### src/rtl/mcdt_pkg.sv
// Shared types and constants for the multi-channel debounce timer.
`default_nettype none
package mcdt_pkg;

    localparam int CHANNELS_DEF  = 16;
    localparam int TIME_BITS_DEF = 32;
    localparam int DELAY_W       = 32;
    localparam int CHAN_W        = 4;
    localparam int MAX_RESULTS   = 16;
    localparam int RES_W         = $clog2(MAX_RESULTS + 1);
    localparam int QUEUE_DEPTH   = 4;
    localparam int QPTR_W        = $clog2(QUEUE_DEPTH);
    localparam int QCNT_W        = $clog2(QUEUE_DEPTH + 1);

    typedef enum logic [1:0] {
        CMD_CONFIGURE = 2'd0,
        CMD_ARM       = 2'd1,
        CMD_CANCEL    = 2'd2,
        CMD_TICK      = 2'd3
    } t_cmd;

    typedef struct packed {
        logic [1:0]         command;
        logic [CHAN_W-1:0]  channel;
        logic [DELAY_W-1:0] delay_value;
        logic               periodic;
    } t_req;

    typedef struct packed {
        logic [CHAN_W-1:0] fired_channel;
        logic              last;
    } t_rsp;

    typedef struct packed {
        t_cmd               cmd;
        logic [CHAN_W-1:0]  chan;
        logic [DELAY_W-1:0] delay_value;
        logic               periodic;
    } t_op;

    typedef struct packed {
        logic full;
        logic empty;
    } t_q_stat;

endpackage
`default_nettype wire

### src/rtl/mcdt_front.sv
// Request intake: accepts requests, drops out-of-range channel requests, feeds the queue.
`default_nettype none
module mcdt_front #(
    parameter int CHANNELS = mcdt_pkg::CHANNELS_DEF
) (
    input  wire logic             i_rst_n,
    input  wire logic             start,
    output logic                  busy,
    input  wire mcdt_pkg::t_req   i_req,
    input  wire mcdt_pkg::t_q_stat i_stat,
    output logic                  o_push,
    output mcdt_pkg::t_op         o_op
);

    localparam int IW = (mcdt_pkg::CHAN_W > 8) ? mcdt_pkg::CHAN_W : 8;

    logic          in_range;
    mcdt_pkg::t_cmd cmd;
    logic [IW-1:0] chan_ext;

    assign cmd      = mcdt_pkg::t_cmd'(i_req.command);
    assign chan_ext = IW'(i_req.channel);
    assign in_range = (int'(chan_ext) < CHANNELS);

    assign busy   = i_stat.full || !i_rst_n;
    assign o_push = start && !busy && ((cmd == mcdt_pkg::CMD_TICK) || in_range);

    always_comb begin
        o_op.cmd         = cmd;
        o_op.chan        = i_req.channel;
        o_op.delay_value = i_req.delay_value;
        o_op.periodic    = i_req.periodic;
    end

endmodule
`default_nettype wire

### src/rtl/mcdt_queue.sv
// Short request queue between the intake and the channel engine.
`default_nettype none
module mcdt_queue (
    input  wire logic              i_clk,
    input  wire logic              i_rst_n,
    input  wire logic              i_push,
    input  wire mcdt_pkg::t_op     i_op,
    input  wire logic              i_pop,
    output mcdt_pkg::t_op          o_head,
    output mcdt_pkg::t_q_stat      o_stat
);

    mcdt_pkg::t_op                    r_mem [mcdt_pkg::QUEUE_DEPTH];
    logic [mcdt_pkg::QPTR_W-1:0]      r_wr;
    logic [mcdt_pkg::QPTR_W-1:0]      r_rd;
    logic [mcdt_pkg::QCNT_W-1:0]      r_cnt;

    assign o_stat.full  = (r_cnt == mcdt_pkg::QCNT_W'(mcdt_pkg::QUEUE_DEPTH));
    assign o_stat.empty = (r_cnt == '0);
    assign o_head       = r_mem[r_rd];

    always_ff @(posedge i_clk) begin
        if (i_push) begin
            r_mem[r_wr] <= i_op;
        end
    end

    always_ff @(posedge i_clk) begin
        if (!i_rst_n) begin
            r_wr  <= '0;
            r_rd  <= '0;
            r_cnt <= '0;
        end else begin
            if (i_push) begin
                r_wr <= r_wr + mcdt_pkg::QPTR_W'(1);
            end
            if (i_pop) begin
                r_rd <= r_rd + mcdt_pkg::QPTR_W'(1);
            end
            if (i_push && !i_pop) begin
                r_cnt <= r_cnt + mcdt_pkg::QCNT_W'(1);
            end else if (!i_push && i_pop) begin
                r_cnt <= r_cnt - mcdt_pkg::QCNT_W'(1);
            end
        end
    end

endmodule
`default_nettype wire

### src/rtl/mcdt_back.sv
// Channel engine: executes configure, arm and cancel, and scans the channel table on each tick.
`default_nettype none
module mcdt_back #(
    parameter int CHANNELS  = mcdt_pkg::CHANNELS_DEF,
    parameter int TIME_BITS = mcdt_pkg::TIME_BITS_DEF
) (
    input  wire logic              i_clk,
    input  wire logic              i_rst_n,
    input  wire mcdt_pkg::t_q_stat i_stat,
    input  wire mcdt_pkg::t_op     i_head,
    output logic                   o_pop,
    output logic                   o_strobe,
    output mcdt_pkg::t_rsp         o_rsp
);

    localparam int CH_W  = (CHANNELS > 1) ? $clog2(CHANNELS) : 1;
    localparam int CNT_W = $clog2(CHANNELS + 1);
    localparam int IW    = (CH_W > mcdt_pkg::CHAN_W) ? CH_W : mcdt_pkg::CHAN_W;
    localparam int CMP_W = (TIME_BITS > mcdt_pkg::DELAY_W) ? TIME_BITS : mcdt_pkg::DELAY_W;

    typedef enum logic [1:0] {
        ST_IDLE,
        ST_ARM,
        ST_SCAN
    } t_state;

    t_state                        r_state;
    logic [TIME_BITS-1:0]          r_now;
    logic [CHANNELS-1:0]           r_active;
    logic [CHANNELS-1:0]           r_live_per;
    logic [CHANNELS-1:0]           r_cfg_per;
    logic [CHANNELS-1:0]           r_cfg_valid;
    logic [TIME_BITS-1:0]          r_start_mem [CHANNELS];
    logic [mcdt_pkg::DELAY_W-1:0]  r_live_mem  [CHANNELS];
    logic [mcdt_pkg::DELAY_W-1:0]  r_cfg_mem   [CHANNELS];
    logic [CH_W-1:0]               r_idx;
    logic [mcdt_pkg::DELAY_W-1:0]  r_cfg_rd;
    logic [CNT_W-1:0]              r_scan;
    logic                          r_ev_valid;
    logic [CH_W-1:0]               r_ev_idx;
    logic [TIME_BITS-1:0]          r_rd_start;
    logic [mcdt_pkg::DELAY_W-1:0]  r_rd_delay;
    logic                          r_pend_valid;
    logic [mcdt_pkg::CHAN_W-1:0]   r_pend_ch;
    logic [mcdt_pkg::RES_W-1:0]    r_count;
    logic                          r_strobe;
    mcdt_pkg::t_rsp                r_rsp;

    logic [IW-1:0]                 head_ext;
    logic [CH_W-1:0]               head_idx;
    logic [CH_W-1:0]               scan_idx;
    logic                          scan_rd;
    logic [TIME_BITS-1:0]          elapsed;
    logic                          ev_act;
    logic                          ev_zero;
    logic                          ev_fire;
    logic                          ev_report;
    logic [IW-1:0]                 ev_ext;
    logic                          start_we;
    logic [CH_W-1:0]               start_wa;
    logic                          do_cfg;
    logic                          do_arm;

    assign head_ext  = IW'(i_head.chan);
    assign head_idx  = head_ext[CH_W-1:0];
    assign scan_idx  = r_scan[CH_W-1:0];
    assign scan_rd   = (r_state == ST_SCAN) && (r_scan < CNT_W'(CHANNELS));
    assign o_pop     = (r_state == ST_IDLE) && !i_stat.empty;
    assign do_cfg    = o_pop && (i_head.cmd == mcdt_pkg::CMD_CONFIGURE);
    assign do_arm    = o_pop && (i_head.cmd == mcdt_pkg::CMD_ARM);

    assign elapsed   = r_now - r_rd_start;
    assign ev_act    = r_ev_valid && r_active[r_ev_idx];
    assign ev_zero   = (r_rd_delay == '0);
    assign ev_fire   = ev_act && !ev_zero && (CMP_W'(elapsed) > CMP_W'(r_rd_delay));
    assign ev_report = ev_fire && (r_count < mcdt_pkg::RES_W'(mcdt_pkg::MAX_RESULTS));
    assign ev_ext    = IW'(r_ev_idx);

    assign start_we  = do_arm || (ev_fire && r_live_per[r_ev_idx]);
    assign start_wa  = do_arm ? head_idx : r_ev_idx;

    assign o_strobe  = r_strobe;
    assign o_rsp     = r_rsp;

    always_ff @(posedge i_clk) begin
        if (start_we) begin
            r_start_mem[start_wa] <= r_now;
        end
        if (scan_rd) begin
            r_rd_start <= r_start_mem[scan_idx];
        end
    end

    always_ff @(posedge i_clk) begin
        if (r_state == ST_ARM) begin
            r_live_mem[r_idx] <= r_cfg_rd;
        end
        if (scan_rd) begin
            r_rd_delay <= r_live_mem[scan_idx];
        end
    end

    always_ff @(posedge i_clk) begin
        if (do_cfg) begin
            r_cfg_mem[head_idx] <= i_head.delay_value;
        end
        if (do_arm) begin
            r_cfg_rd <= r_cfg_valid[head_idx] ? r_cfg_mem[head_idx] : '0;
        end
    end

    always_ff @(posedge i_clk) begin
        if (!i_rst_n) begin
            r_state      <= ST_IDLE;
            r_now        <= '0;
            r_active     <= '0;
            r_live_per   <= '0;
            r_cfg_per    <= '0;
            r_cfg_valid  <= '0;
            r_scan       <= '0;
            r_ev_valid   <= 1'b0;
            r_pend_valid <= 1'b0;
            r_count      <= '0;
            r_strobe     <= 1'b0;
        end else begin
            r_strobe <= 1'b0;
            if (ev_act) begin
                if (ev_zero) begin
                    r_active[r_ev_idx] <= 1'b0;
                end else if (ev_fire) begin
                    if (!r_live_per[r_ev_idx]) begin
                        r_active[r_ev_idx] <= 1'b0;
                    end
                    if (ev_report) begin
                        if (r_pend_valid) begin
                            r_strobe                <= 1'b1;
                            r_rsp.fired_channel     <= r_pend_ch;
                            r_rsp.last              <= 1'b0;
                        end
                        r_pend_valid <= 1'b1;
                        r_pend_ch    <= ev_ext[mcdt_pkg::CHAN_W-1:0];
                        r_count      <= r_count + mcdt_pkg::RES_W'(1);
                    end
                end
            end
            unique case (r_state)
                ST_IDLE: begin
                    if (!i_stat.empty) begin
                        unique case (i_head.cmd)
                            mcdt_pkg::CMD_CONFIGURE: begin
                                r_cfg_per[head_idx]   <= i_head.periodic;
                                r_cfg_valid[head_idx] <= 1'b1;
                            end
                            mcdt_pkg::CMD_ARM: begin
                                r_active[head_idx]   <= 1'b1;
                                r_live_per[head_idx] <= r_cfg_per[head_idx];
                                r_idx                <= head_idx;
                                r_state              <= ST_ARM;
                            end
                            mcdt_pkg::CMD_CANCEL: begin
                                r_active[head_idx]   <= 1'b0;
                                r_live_per[head_idx] <= 1'b0;
                            end
                            mcdt_pkg::CMD_TICK: begin
                                r_now        <= r_now + TIME_BITS'(1);
                                r_scan       <= '0;
                                r_count      <= '0;
                                r_pend_valid <= 1'b0;
                                r_state      <= ST_SCAN;
                            end
                        endcase
                    end
                end
                ST_ARM: begin
                    r_state <= ST_IDLE;
                end
                ST_SCAN: begin
                    r_ev_valid <= scan_rd;
                    r_ev_idx   <= scan_idx;
                    if (scan_rd) begin
                        r_scan <= r_scan + CNT_W'(1);
                    end else if (!r_ev_valid) begin
                        if (r_pend_valid) begin
                            r_strobe            <= 1'b1;
                            r_rsp.fired_channel <= r_pend_ch;
                            r_rsp.last          <= 1'b1;
                        end
                        r_pend_valid <= 1'b0;
                        r_state      <= ST_IDLE;
                    end
                end
                default: begin
                    r_state <= ST_IDLE;
                end
            endcase
        end
    end

endmodule
`default_nettype wire

### src/rtl/multi_channel_debounce_timer.sv
// Top level of the multi-channel retriggerable debounce timer.
//
//   Channel   Control         Payload   Direction
//   request   start / busy    i_req     in
//   result    o_strobe        o_rsp     out
//
// Configure and cancel are executed straight from the idle state, arm also passes
// through ST_ARM, and a tick runs the scan that reads one channel table entry per cycle.
// Requests wait in a four-entry queue; busy is high while that queue is full and during
// reset. Reset is synchronous and clears the counter and channel flags, not the tables.
// Each result shows for exactly one cycle on o_strobe; the receiver cannot stall.
`default_nettype none
module multi_channel_debounce_timer #(
    parameter int CHANNELS  = mcdt_pkg::CHANNELS_DEF,
    parameter int TIME_BITS = mcdt_pkg::TIME_BITS_DEF
) (
    input  wire logic            i_clk,
    input  wire logic            i_rst_n,
    input  wire logic            start,
    output logic                 busy,
    input  wire mcdt_pkg::t_req  i_req,
    output logic                 o_strobe,
    output mcdt_pkg::t_rsp       o_rsp
);

    mcdt_pkg::t_q_stat w_stat;
    mcdt_pkg::t_op     w_op;
    mcdt_pkg::t_op     w_head;
    logic              w_push;
    logic              w_pop;

    mcdt_front #(
        .CHANNELS (CHANNELS)
    ) u_front (
        .i_rst_n (i_rst_n),
        .start   (start),
        .busy    (busy),
        .i_req   (i_req),
        .i_stat  (w_stat),
        .o_push  (w_push),
        .o_op    (w_op)
    );

    mcdt_queue u_queue (
        .i_clk   (i_clk),
        .i_rst_n (i_rst_n),
        .i_push  (w_push),
        .i_op    (w_op),
        .i_pop   (w_pop),
        .o_head  (w_head),
        .o_stat  (w_stat)
    );

    mcdt_back #(
        .CHANNELS  (CHANNELS),
        .TIME_BITS (TIME_BITS)
    ) u_back (
        .i_clk    (i_clk),
        .i_rst_n  (i_rst_n),
        .i_stat   (w_stat),
        .i_head   (w_head),
        .o_pop    (w_pop),
        .o_strobe (o_strobe),
        .o_rsp    (o_rsp)
    );

    a_no_push_full: assert property (@(posedge i_clk) disable iff (!i_rst_n)
        w_push |-> !w_stat.full)
        else $error("Request pushed into a full queue.");

    a_no_pop_empty: assert property (@(posedge i_clk) disable iff (!i_rst_n)
        w_pop |-> !w_stat.empty)
        else $error("Request popped from an empty queue.");

    a_queue_flags: assert property (@(posedge i_clk) disable iff (!i_rst_n)
        !(w_stat.full && w_stat.empty))
        else $error("Queue reports full and empty at once.");

    a_last_gap: assert property (@(posedge i_clk) disable iff (!i_rst_n)
        (o_strobe && o_rsp.last) |=> !o_strobe)
        else $error("Result strobed right after the final result of a tick.");

endmodule
`default_nettype wire

### config.mk
export PLATFORM = sky130hd
export DESIGN_NAME = multi_channel_debounce_timer
export DESIGN_NICKNAME = d
export VERILOG_FILES = /design/src/rtl/mcdt_pkg.sv /design/src/rtl/mcdt_front.sv /design/src/rtl/mcdt_queue.sv /design/src/rtl/mcdt_back.sv /design/src/rtl/multi_channel_debounce_timer.sv
export SDC_FILE = /design/constraint.sdc
export NUM_CORES = 2
export LEC_CHECK = 0
export BUFFER_PORTS_ARGS = -buffer_cell sky130_fd_sc_hd__buf_4
export CORE_UTILIZATION = 45
export CTS_CLUSTER_DIAMETER = 40
export DETAILED_ROUTE_END_ITERATION = 8
export GPL_TIMING_DRIVEN = 0
export PLACE_DENSITY = 0.56
export SLEW_MARGIN = 20
export SYNTH_ARGS = -nofsm -noshare
export SYNTH_HDL_FRONTEND = slang
export SYNTH_HIERARCHICAL = 1
export SYNTH_SLANG_ARGS = --single-unit
### constraint.sdc
create_clock -name i_clk -period 12.5 [get_ports i_clk]
set_clock_uncertainty 0.2 [all_clocks]
set_input_delay 1.25 -clock i_clk [delete_from_list [all_inputs] [get_ports i_clk]]
set_output_delay 1.25 -clock i_clk [all_outputs]
set_load 0.005 [all_outputs]
# --- Word level (Yosys, flattened, before mapping) ---
# Memories as Yosys holds them, arrays and structs flattened. A register that Yosys moved wholly into a read port is not among the register bits.
# Cells that the tools add are included.
op_classes:
  muxes: 79
  order_cmp: 8
  n_reduce_logical: 40
  add_sub_neg: 8
  eq_ne: 13
  bitwise_logic: 9
ops:
  columns: ["op", "count"]
  rows:
  - ["$mux W16", 7]
  - ["$mux W5", 19]
  - ["$pmux W16 S2", 2]
  - ["$and A16 B16 Y16", 3]
  - ["$add A32 B1 Y32 const B", 1]
  - ["$bwmux W16", 2]
  - ["$gt A32 B32 Y1", 1]
  - ["$logic_not A32 Y1", 1]
  - ["$not A16 Y16", 2]
  - ["$or A16 B16 Y16", 2]
  - ["$sub A32 B32 Y32", 1]
  - ["$mux W1", 31]
  - ["$bmux W1 S4", 4]
  - ["$logic_and A1 B1 Y1", 15]
  - ["$lt A4 B5 Y1 const B", 3]
  - ["$reduce_and A4 Y1", 3]
  - ["$add A5 B1 Y5 const B", 2]
  - ["$lt A5 B5 Y1 const B", 2]
  - ["$mux W2", 5]
  - ["$pmux W5 S2", 1]
  - ["$reduce_and A3 Y1", 3]
  - ["$demux W1 S4", 2]
  - ["$eq A2 B2 Y1 const B", 4]
  - ["$ge A4 B1 Y1 const B", 2]
  - ["other kinds (20)", 39]
word_totals:
  input_bits: 42
  n_memories: 4
  ram_bits: 1692
  word_cells: 180
  out_inout_bits: 7
  ff_bits: 135
mem_list:
  columns: ["name", "words", "word_bits", "read_ports", "rd_clocked_by_memory_dff", "write_ports", "line_no", "text"]
  rows:
  - ["u_back.r_cfg_mem", 16, 32, 1, 1, 1, "mcdt_back.sv:35", "logic [mcdt_pkg::DELAY_W-1:0] r_cfg_mem [CHANNELS];"]
  - ["u_back.r_live_mem", 16, 32, 1, 1, 1, "mcdt_back.sv:34", "logic [mcdt_pkg::DELAY_W-1:0] r_live_mem [CHANNELS];"]
  - ["u_back.r_start_mem", 16, 32, 1, 1, 1, "mcdt_back.sv:33", "logic [TIME_BITS-1:0] r_start_mem [CHANNELS];"]
  - ["u_queue.r_mem", 4, 39, 1, 1, 1, "mcdt_queue.sv:13", "mcdt_pkg::t_op r_mem [mcdt_pkg::QUEUE_DEPTH];"]

# --- Logic depth before layout (Yosys ltp) ---
depth:
  ltp_word: 15
  ltp_mapped: 23
  mapped_depth_nobuf: 21

# --- Hierarchy ---
# Netlist, hierarchy kept.
by_module_without_submodules:
  columns: ["mod", "area_per_inst_um2", "seq_area_each_um2", "cells_per_inst", "n_inst"]
  rows:
  - ["mcdt_back", 69237.7, 51739.6, 3392, 1]
  - ["mcdt_queue", 6063.3, 4864.7, 246, 1]
  - ["mcdt_front", 307.8, 0.0, 41, 1]

# --- Worst setup path before layout ---
# OpenSTA, ideal clock, no wires.
synth_path:
  kind: "register -> register"
  from: "reg u_back.r_now[10]"
  to: "mem u_back/r_start_mem[9][0] (netlist bit), enable pin"
  path_buffers: 1
  arrival_time_ns: 5.547
  synth_period_minus_slack_ns: 6.168
  path_slack_ns: 6.332
  stages_incl_launch_ff: 20
  setup_time_ns: 0.421
  t_required_ns: 11.879
  cell_sequence: "dfxtp_1 ha_1 a21oi_1 o211ai_1 a21oi_1 nand3_1 a2111oi_0 nor2_1 a311oi_1 xnor2_1 ha_1 nand4_1 nor4_1 and4_1 o311ai_1 and4_1 clkbuf_1 o32ai_1 nand2_1 nor2_1"
synth_via:
  elab_chain_cells: 7
synth_lines:
  columns: ["element", "line_no", "text"]
  rows:
  - ["from (decl)", "mcdt_back.sv:28", "logic [TIME_BITS-1:0] r_now;"]
  - ["from (signal assigned)", "mcdt_back.sv:165", "r_now <= r_now + TIME_BITS'(1);"]
  - ["$sub A32 B32 Y32", "mcdt_back.sv:72", "assign elapsed = r_now - r_rd_start;"]
  - ["$gt A32 B32 Y1", "mcdt_back.sv:75", "assign ev_fire = ev_act && !ev_zero && (CMP_W'(elapsed) > CMP_W'(r_rd_delay));"]
  - ["$logic_and A1 B1 Y1", "mcdt_back.sv:75", null]
  - ["$logic_and A1 B1 Y1", "mcdt_back.sv:79", "assign start_we = do_arm || (ev_fire && r_live_per[r_ev_idx]);"]
  - ["$logic_or A1 B1 Y1", "mcdt_back.sv:79", null]
  - ["$mux W1", "mcdt_back.sv:86", "if (start_we) begin"]
  - ["$mux W1 (not written as such)", "mcdt_back.sv:87", "r_start_mem[start_wa] <= r_now;"]
  - ["to (decl)", "mcdt_back.sv:33", null]
# Every way passes these cells.

# --- Worst setup path in the final report ---
layout_path:
  from: "reg u_back.r_now[8]"
  to: "mem u_back/r_start_mem[0][18] (netlist bit), enable pin"
# The elaborated chain is that of the path after synthesis.

==> results.toml <==
[synthesis]
synth_seq_cells = 1925
avgSynthCellArea_um2 = 20.6
syn_nets = 3798
ys_top_cells_by_area = "edfxtp_1, mux4_2, dfxtp_1, ha_1, nor2_1"
synthArstFlopShare = 0
netlist-cell-type-count = 61
syn_inst = 3679
yosys_warnings = 6
yosysTopAreaCell = "edfxtp_1"
syn_area_um2 = 75600
synth_edf_count = 1805
yosys_most_used_dff = "edfxtp_1"
seq_area_frac_synth = 0.749
netlist.area_leader.share = 0.717

[grt]
grt_pass1_vias = 38100
grt_max_degree = 40
grt-ovfl-total = 0
grt_pass1_wl_mm = 266
globalRouteTotalUtil = 0.219
antenna_found_initial = 8

[critical_path]
critPathCaptureType = "flop"
rr_startpoint = "u_back/r_now[8]"
cp-start-kind = "flop"
path_class = "flop to flop"
critPathLaunch = "u_back/r_now[8]"
critical_path.slowest_cell = "dfxtp_1"
crit_path_max_incr_delay_ps = 840
crit_chain = "ha_1 -> clkbuf_1 -> a21oi_1 -> o21ai_0 -> nand4b_1 -> nand3_1 -> a2111oi_0 -> nor2_1 -> a311oi_1 -> xnor2_1 -> ha_1 -> nand4_1 -> nor4_1 -> and4_1 -> o311ai_1 -> and4_1 -> clkbuf_1 -> o32ai_1 -> nand2_1 -> nor2_4 -> buf_12"
arrival_ps = 7770
path_max_fanout = 19
required_ps = 12880
r2r_cells = 21

[floorplan]
fp.dieH_um = 412
rows = 150
initial_core_util = 0.453
ios = 49
die_area_um2 = 170000
die_width_um = 412
core_um2 = 167000

[finish]
nets = 4194
fin_area_um2 = 89900
synthToLayoutAreaGrowth_pct = 18.9
utilization = 0.538
n_antenna_cell = 0
n_fill_cell = 12800
layout-drive-gt1-share = 0.290

[hold_path]
holdCritPathClass = "flop to flop"
hold_start = "u_back/r_scan[2]"
whs_path_depth = 0

[power_and_ir_drop]
cellPowerDensity_nw_per_um2 = 204
max-vdd-ir-drop_mv = 0.158
p_leak_nw = 28.7

[placement]
port_buffers = 9
dpl.hpwl_mm = 121
gp_congestion = 0.825
dpl_cell_area_um2 = 80800

[timing]
tns_ps = 0
slew_headroom = 0.254
rsz0062_at_grt = "false"
period_needed_ps = 7390
worstMarginPinSlew_ps = 1120
drv_slew = 0
setup_viol = 0
clock.fmax_ghz = 0.135
hold_viol = 0
finalCritPeriodShare = 0.591

[cts]
clock_path_buffers = 4
postCtsSetupBuffers = 0
clk_latency_ps = 920
cts.sink_count = 1925
cts_max_level = 5
path_clk_slew_ps = 60
ctsHoldBuffers = 0
cts-buffers-inserted = 279
cts_tree = "done"
cts_resized = 0
clockRootBuffer = "clkbuf_16"

[drt]
num_vias = 37200
firstDrtPassIters = 7
final_antenna_net_count = 0
drt_iter0_markers = 3720
wl_per_cell_um = 28.3
vias_per_cell = 5.75
drcViolationCount = 0
wl_mm = 183

[outcome]
status = "finished clean"

[flow_run]
drv_cap = 0
## cells by family (layout without fill, tap and decap cells)
logic type | count (synthesis) | in the layout | synth area share
compound gates | 261 | 261 | 0.0202
xor+xnor | 63 | 63 | 0.00730
fa+ha+maj | 77 | 77 | 0.0129
buf+inv | 306 | 896 | 0.0179
flops | 1925 | 1925 | 0.749
mux | 548 | 548 | 0.162
simple gates | 499 | 499 | 0.0312
## final cells by class
| cell class | count | area (um2) | share of cell area |
|---|---|---|---|
| inverter | 103 | 389 | 0.00433 |
| buffer | 203 | 1010 | 0.0112 |
| sequential | 1925 | 56600 | 0.630 |
| clock inverter | 168 | 1880 | 0.0209 |
| multi-input combinational | 1448 | 18000 | 0.200 |
| clock buffer | 307 | 7190 | 0.0800 |
| timing repair buffer | 115 | 2070 | 0.0230 |
| tap | 2204 | 2760 | 0.0307 |
## sequential cells by signal, summed over array words and instances, names as in the netlist, 16 cells and up, named ones only
name	count
u_back/r_cfg_mem	512
u_back/r_live_mem	512
u_back/r_start_mem	512
u_queue/r_mem	156
u_back/r_cfg_rd	32
u_back/r_now	32
u_back/r_rd_delay	32
u_back/r_rd_start	32
u_back/r_active	16
u_back/r_cfg_per	16
u_back/r_cfg_valid	16
u_back/r_live_per	16
## cells in the mapped netlist, drive strengths merged (6+ instances only)
cell type  instances
or3               10
a31oi             25
clkbuf           109
a211oi            14
inv              103
and2              15
buf               94
nand2            132
and3              14
nor4               9
nand4             13
a21oi             96
edfxtp          1805
mux2               6
ha                75
a21o              16
nor2             163
mux4             537
dfxtp            120
xnor2             32
o21ai             77
nor2b             46
xor2              31
nand2b            17
nand3             40
nor3              16
## report_power, final
| part | leakage [nW] | switching (W) | total (W) | internal [W] |
|---|---|---|---|---|
| registers | 17.4 | 0.000192 | 0.00782 | 0.00763 |
| clock network | 4.37 | 0.00285 | 0.00763 | 0.00478 |
| logic | 6.98 | 0.00168 | 0.00285 | 0.00117 |
| total | 28.7 | 0.00473 | 0.0183 | 0.0136 |
## placed cells by master (no fill, tap or decap), types with 59 or more instances in the layout
| master | count |
|---|---|
| dfxtp_1 | 120 |
| o21ai_0 | 76 |
| clkbuf_1 | 119 |
| buf_4 | 69 |
| edfxtp_1 | 1805 |
| ha_1 | 75 |
| nand2_1 | 132 |
| nor2_1 | 118 |
| buf_12 | 59 |
| inv_1 | 101 |
| a21oi_1 | 96 |
| mux4_2 | 534 |
| clkbuf_16 | 282 |
## per-layer routing
metal / track usage / wire [um]
met5: 0 / 0
met3: 0.0403 / 11100
met2: 0.358 / 90400
met1: 0.304 / 78000
met4: 0.0579 / 3530
## metrics by stage
step | setup WS, ps | hold WS (ps) | power (W) | std cells
2_1_floorplan | 6330 | 206 | 0.00973 | 3679
3_3_place_gp | 2750 | 235 | 0.0107 | 5892
3_5_place_dp | 5210 | 230 | 0.0108 | 5997
4_1_cts | 5180 | 255 | 0.0185 | 6472
5_1_grt | 4720 | 271 | 0.0190 | 6473
6_report | 5110 | 249 | 0.0183 | 6473
## critical path, delay by kind of cell (launching register included)
kind	cells	cell delay, ps
buffers and inverters	3	680
AO/OA/AOI/OAI	6	1820
adder cells (fa/ha/maj)	2	680
flip-flops	1	840
AND/OR/NAND/NOR	9	2650
XOR/XNOR	1	140
## final timing paths
check / to / slack (ps)
setup / recovery: u_back/r_start_mem[0][18] / 5110
hold / removal: u_back/ev_ext[2] / 250
setup reg to reg: u_back/r_start_mem[0][18] / 5110
hold reg to reg: u_back/ev_ext[2] / 250
No activity file was read; power rests on OpenSTA's default activity.
